File: src/inetck_pkg.sv
// ----------------------------------------------------------------------------
// inetck_pkg
// Shared types, constants and helpers for the internet checksum engine.
// ----------------------------------------------------------------------------
`default_nettype none

package inetck_pkg;

  localparam int unsigned LEN_BITS = 16;

  localparam logic [1:0] MODE_IP  = 2'd0;
  localparam logic [1:0] MODE_UDP = 2'd1;
  localparam logic [1:0] MODE_TCP = 2'd2;

  localparam logic [15:0] PROTO_UDP = 16'd17;
  localparam logic [15:0] PROTO_TCP = 16'd6;
  localparam logic [15:0] WORD_MASK = 16'hFFFF;
  localparam logic [31:0] HDR_BYTES = 32'd8;

  typedef struct packed {
    logic       valid;
    logic [7:0] data_byte;
    logic [1:0] mode;
    logic       last;
  } item_t;

  typedef struct packed {
    logic        valid;
    logic [15:0] checksum_value;
  } result_t;

  // ones' complement add with end-around carry
  function automatic logic [15:0] oc_add(input logic [15:0] a, input logic [15:0] b);
    logic [16:0] s;
    logic [16:0] f;
    s = {1'b0, a} + {1'b0, b};
    f = {1'b0, s[15:0]} + {16'd0, s[16]};
    return f[15:0];
  endfunction

endpackage

`default_nettype wire

File: src/inetck_core.sv
// ----------------------------------------------------------------------------
// inetck_core
// Running ones' complement sum, byte pairing, and final checksum with the
// optional pseudo-header terms.
// ----------------------------------------------------------------------------
`default_nettype none

module inetck_core (
  input  wire logic             clk_i,
  input  wire logic             rst_ni,
  input  wire logic             en_i,
  input  inetck_pkg::item_t     item_i,
  output inetck_pkg::result_t   result_o
);
  import inetck_pkg::*;

  logic [15:0]         sum_q, sum_d;
  logic [LEN_BITS-1:0] cnt_q, cnt_d;
  logic [7:0]          hold_q, hold_d;
  logic                odd_q, odd_d;
  logic [1:0]          mode_q, mode_d;
  logic                in_region_q, in_region_d;

  logic                first;
  logic [15:0]         sum_base;
  logic [LEN_BITS-1:0] cnt_base;
  logic [7:0]          hold_base;
  logic                odd_base;
  logic [31:0]         cnt_ext;
  logic [15:0]         len_term;
  logic [15:0]         fin;
  logic                take;

  assign take = en_i & item_i.valid;
  assign first = ~in_region_q;

  always_comb begin
    sum_base  = first ? 16'd0 : sum_q;
    cnt_base  = first ? '0 : cnt_q;
    hold_base = first ? 8'd0 : hold_q;
    odd_base  = first ? 1'b0 : odd_q;
    mode_d    = first ? item_i.mode : mode_q;

    if (odd_base) begin
      sum_d  = oc_add(sum_base, {hold_base, item_i.data_byte});
      hold_d = hold_base;
      odd_d  = 1'b0;
    end else begin
      sum_d  = sum_base;
      hold_d = item_i.data_byte;
      odd_d  = 1'b1;
    end
    cnt_d       = cnt_base + LEN_BITS'(1);
    in_region_d = ~item_i.last;

    cnt_ext  = 32'(cnt_d);
    len_term = 16'(cnt_ext - HDR_BYTES);

    fin = sum_d;
    if (odd_d) begin
      fin = oc_add(fin, {hold_d, 8'd0});
    end
    if (mode_d == MODE_UDP || mode_d == MODE_TCP) begin
      fin = oc_add(fin, (mode_d == MODE_UDP) ? PROTO_UDP : PROTO_TCP);
      fin = oc_add(fin, len_term);
    end

    result_o.valid          = item_i.valid & item_i.last;
    result_o.checksum_value = fin ^ WORD_MASK;
  end

  always_ff @(posedge clk_i or negedge rst_ni) begin
    if (!rst_ni) begin
      sum_q       <= '0;
      cnt_q       <= '0;
      hold_q      <= '0;
      odd_q       <= 1'b0;
      mode_q      <= MODE_IP;
      in_region_q <= 1'b0;
    end else if (take) begin
      sum_q       <= sum_d;
      cnt_q       <= cnt_d;
      hold_q      <= hold_d;
      odd_q       <= odd_d;
      mode_q      <= mode_d;
      in_region_q <= in_region_d;
    end
  end

endmodule

`default_nettype wire

File: src/internet_checksum_engine_unit.sv
// ----------------------------------------------------------------------------
// internet_checksum_engine_unit
// Internet checksum over a byte stream, one byte per transaction, with
// optional UDP/TCP pseudo-header terms.
// ----------------------------------------------------------------------------
// Bytes enter one per clock, unless in_stall_o is high, through an input
// register. From there the running sum is updated and, on the byte marked
// last, the checksum is written to the output register at the same edge.
// Sustained throughput is one byte per clock while the output is not
// stalled. The mode is sampled on the first byte of each region. In UDP or
// TCP mode the stream must start with the source and destination IP
// addresses; the protocol number and the length (byte count minus 8) are
// added automatically. While a checksum waits in the output register under
// stall, the input is stalled.
// ----------------------------------------------------------------------------
`default_nettype none

module internet_checksum_engine_unit (
  input  wire logic        clk_i,
  input  wire logic        rst_ni,
  input  wire logic        in_valid_i,
  output logic             in_stall_o,
  input  wire logic [7:0]  data_byte_i,
  input  wire logic [1:0]  mode_i,
  input  wire logic        last_i,
  output logic             out_valid_o,
  input  wire logic        out_stall_i,
  output logic [15:0]      checksum_value_o
);
  import inetck_pkg::*;

  logic        en;
  logic        s1_valid_q;
  logic [7:0]  s1_byte_q;
  logic [1:0]  s1_mode_q;
  logic        s1_last_q;
  logic        out_valid_q;
  logic [15:0] out_value_q;
  item_t       item;
  result_t     result;

  // pipeline moves unless a checksum is held under stall
  assign en         = ~(out_valid_q & out_stall_i);
  assign in_stall_o = ~en;

  assign item.valid     = s1_valid_q;
  assign item.data_byte = s1_byte_q;
  assign item.mode      = s1_mode_q;
  assign item.last      = s1_last_q;

  inetck_core u_core (
    .clk_i    (clk_i),
    .rst_ni   (rst_ni),
    .en_i     (en),
    .item_i   (item),
    .result_o (result)
  );

  always_ff @(posedge clk_i or negedge rst_ni) begin
    if (!rst_ni) begin
      s1_valid_q  <= 1'b0;
      out_valid_q <= 1'b0;
    end else if (en) begin
      s1_valid_q  <= in_valid_i;
      out_valid_q <= result.valid;
    end
  end

  always_ff @(posedge clk_i) begin
    if (en) begin
      s1_byte_q <= data_byte_i;
      s1_mode_q <= mode_i;
      s1_last_q <= last_i;
      if (result.valid) begin
        out_value_q <= result.checksum_value;
      end
    end
  end

  assign out_valid_o      = out_valid_q;
  assign checksum_value_o = out_value_q;

endmodule

`default_nettype wire

File: config.mk
export PLATFORM = sky130hd
export DESIGN_NAME = internet_checksum_engine_unit
export DESIGN_NICKNAME = d
export VERILOG_FILES = /design/src/inetck_pkg.sv /design/src/inetck_core.sv /design/src/internet_checksum_engine_unit.sv
export SDC_FILE = /design/constraint.sdc
export NUM_CORES = 1
export LEC_CHECK = 0
export BUFFER_PORTS_ARGS = -buffer_cell sky130_fd_sc_hd__buf_2
export CORE_UTILIZATION = 25
export CTS_CLUSTER_DIAMETER = 40
export DETAILED_ROUTE_END_ITERATION = 10
export GPL_ROUTABILITY_DRIVEN = 0
export PLACE_DENSITY = 0.43
export SETUP_SLACK_MARGIN = 0.15
export SLEW_MARGIN = 25
export SYNTH_ARGS = -nofsm -noshare
export SYNTH_HDL_FRONTEND = slang
export SYNTH_SLANG_ARGS = --single-unit
File: constraint.sdc
create_clock -name clk_i -period 22.7 [get_ports clk_i]
set_input_delay 2.27 -clock clk_i [delete_from_list [all_inputs] [get_ports clk_i]]
set_output_delay 2.27 -clock clk_i [all_outputs]
set_load 0.05 [all_outputs]
======== Word-level counts from Yosys, hierarchy flattened ========
Cells that the tools add are included.
storage, ports and cells
  bits in registers ....................... 73
  bits of input ports ..................... 15
  output and inout port bits .............. 18
  logic and storage cells ................. 43
cells by class
  add/sub/neg operators ................... 10
  equality and inequality tests ........... 2
  mux-type cells .......................... 11
  bitwise logic cells ..................... 6
  reductions and logical operators ........ 2
operator list
  cell                                                                    count
  16-bit two-way mux                                                      5
  16-bit by 16-bit adder with 17-bit output                               4
  16-bit by 1-bit adder with 16-bit output                                4
  16-bit by 1-bit adder with 16-bit output (second input constant)        1
  8-bit two-way mux                                                       2
  16-bit inverter                                                         1
  16-bit by 4-bit subtractor with 16-bit output (second input constant)   1
  5-bit two-way mux                                                       1
  1-bit AND                                                               3
  2-bit by 1-bit equality test with 1-bit output (second input constant)  1
  2-bit equality test (second input constant)                             1
  1-bit two-way mux                                                       2
  2-bit two-way mux                                                       1
  1-bit inverter                                                          2
  2-bit AND reduction                                                     1
  1-bit logical OR                                                        1

======== Logic depth before layout (Yosys ltp) ========
  depth in word-level cells ............... 13
  gate-level depth with buffers ........... 75
  depth with buffers taken out ............ 68

======== Hierarchy ========
Synthesis repeated with hierarchy kept, for this count alone.
second synthesis, totals
  cells, all modules ...................... 918
  area total of the unflattened synthesis .. 7,751.2 sq um
modules (own cells, without submodules)
  module                         times used  cells each  area each (sq um)  sequential area each (sq um)
  inetck_core                    1           883         6,846.6            1,101.1
  internet_checksum_engine_unit  1           35          904.6              860.8

======== Worst setup path after synthesis ========
Ideal clock, no wire load.
  kind .................................... register -> register
  start point ............................. register u_core.in_region_q
  end point ............................... register out_value_q[12] (netlist: checksum_value_o[12]) (data pin)
  library setup time ...................... 0.260 ns
  data arrival time ....................... 13.541 ns
  data required time ...................... 22.440 ns
  path slack .............................. 8.899 ns
  cell stages (with the launch flop) ...... 68
  buffers on the path ..................... 7
  clock period less this slack ............ 13.801 ns
  cell sequence ........................... dfrtp_1 -> buf_4 -> clkbuf_1 -> clkbuf_1 -> clkbuf_1 -> clkbuf_1 -> clkbuf_1 -> clkbuf_1 -> and2_1 -> ha_1 -> inv_1 -> fa_1 -> o32ai_2 -> o21ai_0 -> a211oi_1 -> o21a_1 -> o21a_1 -> o21a_1 -> [... 32 more ...] -> o21bai_1 -> a21oi_1 -> o21bai_1 -> a211oi_1 -> o21ai_0 -> a31o_2 -> a21o_1 -> a21o_1 -> a21o_1 -> ha_1 -> ha_1 -> nand2_1 -> nor3_1 -> nand3_1 -> nor3_1 -> and3_1 -> xnor2_1 -> mux2_2
RTL lines
  item                      RTL line                             RTL
  start: declaration        inetck_core.sv:22                    logic in_region_q, in_region_d;
  start signal: assignment  inetck_core.sv:86                    in_region_q <= in_region_d;
  end signal: assignment    internet_checksum_engine_unit.sv:75  out_value_q <= result.checksum_value;
  end: declaration          internet_checksum_engine_unit.sv:38  logic [15:0] out_value_q;

==> impl_metrics.py <==
metrics = {
    "sta": {
        "timing.slew.headroom_pct": 35.6,
        "timing.final.setup_violations": 0,
        "timing.setup.tns_ns": 0,
        "finalCritPeriodShare_pct": 64.7,
        "report.final.hold_viol_count": 0,
        "worst_pin_slew_ns": 0.965,
        "rsz0062_at_grt": "false",
        "achievable-frequency_ghz": 0.0681,
        "finalMaxSlewViolations": 0,
        "timing.clock.skew_ns": 0.0155,
        "layout_min_cycle_time_ns": 14.68,
    },
    "routing": {
        "first_pass_iters": 4,
        "vias": 6448,
        "drt-total-wl_mm": 21.4,
        "initialDrtViolationCount": 447,
        "drt-wirelength-per-cell_um": 16.2,
        "ant_nets": 0,
        "drt-vias-per-instance": 4.88,
        "remaining_drc_errors": 0,
    },
    "clocking": {
        "clkSinkCount": 73,
        "cts_made_buffers": 9,
        "cts-root-buf": "clkbuf_16",
        "ctsHtreeMaxLevel": 3,
        "clock_pin_slew_on_the_worst_setup_and_hold_paths_ns": 0.07,
        "cts_tree": "yes",
        "cts-hold-fix-buffers": 0,
        "cts-resized-gates": 0,
        "cts_setup_buffers": 0,
        "clock_latency_ns": 0.36,
        "cts_max_path_buffers": 2,
    },
    "synth": {
        "synth_flop_cell": "dfrtp_1",
        "postSynthCellCount": 907,
        "synth.top_cell.area_share_pct": 15.3,
        "ys_top_cells_by_area": "dfrtp_1 (15%), edfxtp_1 (11%), ha_1 (8.6%)",
        "ys_ff_latch": 73,
        "syn-cell-area_mm2": 0.00753,
        "synthDominantAreaCellType": "dfrtp_1",
        "synth.distinct_cells": 85,
        "yosysWarnings": 0,
        "synth-edff-count": 27,
        "synth_fp_nets": 978,
        "synth_seq_area_share_pct": 26.0,
        "synthesis.area_per_instance_um2": 8.30,
        "synthArstFlopShare_pct": 63.0,
    },
    "critical_path": {
        "worst_path_max_delay_cell": "dfrtp_2",
        "worstPathArrival_ns": 14.78,
        "worst_endpoint_required_time_ns": 22.80,
        "critical_path.startpoint_type": "register",
        "rrSetupSlack_ns": 8.02,
        "worstReg2RegStart": "u_core.in_region_q",
        "critPathMaxStageDelay_ns": 0.62,
        "critical_path.max_fanout": 26,
        "timing.critical_path.to_type": "register",
        "most_used_cell_cp": "ha_1",
        "timing.rr.end": "checksum_value_o[12]",
        "timing.setup.critical_path_class": "register to register",
        "reg2regPathDepth": 61,
    },
    "floorplan": {
        "initial_utilization_pct": 25.4,
        "boundaryPins": 33,
        "core_area_mm2": 0.0296,
        "rows": 63,
        "die_y_um": 176,
        "dieArea_mm2": 0.0308,
        "floorplan.die.width_um": 176,
    },
    "global_routing": {
        "grt_first_pass_wirelength_mm": 34.4,
        "gr-usage-met1_pct": 20.3,
        "globalRouteMet3Util_pct": 1.82,
        "gr-usage-all-layers_pct": 14.4,
        "first_global_vias": 6232,
        "grt_remaining_overflow": 0,
        "grtUsageMet2_pct": 22.9,
        "grt_busiest_layer": "met2",
        "maximum_number_of_pins_on_one_net_before_global_route_repair": 51,
        "initial_antenna_violation_count": 0,
    },
    "run": {
        "drv_cap": 0,
    },
    "worst_hold_path": {
        "whs_path_depth": 2,
        "timing.hold.worst.class": "register to register",
        "worst_hold_path_endpoint": "u_core.sum_q[15]",
        "min-delay-start": "u_core.sum_q[15]",
    },
    "cells_and_area": {
        "syn2layout_area_growth_pct": 11.3,
        "layout.cells.most_common": "nand2_1",
        "drive_above_1_share_pct": 11.1,
        "nets": 996,
        "antenna_cells": 0,
        "mostFrequentLayoutCells": "nand2_1 (128), xnor2_1 (64), nor2_1 (64)",
    },
    "status": {
        "outcome": "finished clean",
    },
    "place": {
        "io_buffer_count": 32,
        "hpwlAfterDp_mm": 16.4,
    },
}
==> registers in the layout (all words and copies together) (netlist names), 2 cells and up <==
name              flops
checksum_value_o     16
u_core.cnt_q         16
u_core.sum_q         16
s1_byte_q             8
u_core.hold_q         8
s1_mode_q             2
u_core.mode_q         2
==> through the flow <==
| step | utilization, % | hold WS (ns) | instance area [um^2] | worst slack, ns | cells |
|---|---|---|---|---|---|
| after floorplan | - | 0.438 | 7530 | 8.90 | 907 |
| after global placement | 27.3 | 0.461 | 8080 | 8.28 | 1304 |
| after detailed placement | 27.3 | 0.464 | 8090 | 8.09 | 1304 |
| after CTS | 28.3 | 0.477 | 8390 | 8.04 | 1320 |
| after global routing | 28.3 | 0.502 | 8390 | 6.56 | 1320 |
| final | 28.3 | 0.480 | 8390 | 8.02 | 1320 |
==> routing by layer <==
layer / up-vias / wire, um
li1: 3307 / -
met1: 3040 / 11100
met2: 88 / 9570
met3: 13 / 496
met4: 0 / 267
met5: - / 0
==> how the worst max path moves through the flow <==
stage | start | endpoint | slack (ns) | depth (start not counted)
floorplan | u_core.in_region_q | checksum_value_o[12] | 8.90 | 67
global placement | u_core.in_region_q | checksum_value_o[12] | 8.28 | 61
detailed placement | u_core.in_region_q | checksum_value_o[12] | 8.09 | 61
CTS | u_core.in_region_q | checksum_value_o[12] | 8.04 | 61
global route | u_core.in_region_q | checksum_value_o[15] | 6.56 | 62
finish | u_core.in_region_q | checksum_value_o[12] | 8.02 | 61
==> logic make-up after synthesis <==
logic type | share of synthesized area, %
muxes | 4.75
and+or+nand+nor | 24.5
xor gates and xnor gates | 13.2
buffers and inverters | 3.44
adders and majority gates | 9.70
AOI/OAI and AO/OA | 18.4
DFF | 26.0
==> synthesized netlist by cell type, types with 4 or more instances <==
library cell and number:
or4_1 4, o21a_1 8, a31o_2 6, nand2b_1 9
xnor2_1 64, o21bai_1 11, ha_1 52, nor2_1 64
nor2b_1 8, a21o_1 22, o31a_1 4, and2_1 29
xor2_1 38, dfrtp_1 46, inv_1 31, nand2_1 128
and3_1 15, or3_1 7, buf_1 6, nand3_1 30
clkbuf_1 18, o22ai_1 4, fa_1 4, and4_1 5
a22o_1 4, edfxtp_1 27, mux2_2 18, nor4_1 4
a21oi_1 47, a31oi_1 4, a211oi_1 6, or2_2 7
nand4_1 18, o311ai_1 4, o31ai_1 5, nor3_1 27
mux2i_1 14, o21ai_0 44
==> critical path, delay by kind of cell, from the launching register on <==
family | cells | cell delay (ns)
flops | 1 | 0.62
compound gates | 27 | 5.61
buf+inv | 1 | 0.06
fa+ha+maj | 11 | 2.77
xor+xnor | 2 | 0.34
simple gates | 18 | 4.32
mux | 2 | 0.68
==> cell type report <==
class	count	area, um^2
multi-input combinational	772	5310
tap	390	488
inverter	31	116
clock buffer	9	225
timing repair buffer	38	205
clock inverter	7	75.1
sequential	73	1960
fill	3288	21300
Power is left out: the tool's default activity adds up to more than one toggle a clock period on the data nets, which glitch-free logic cannot reach.
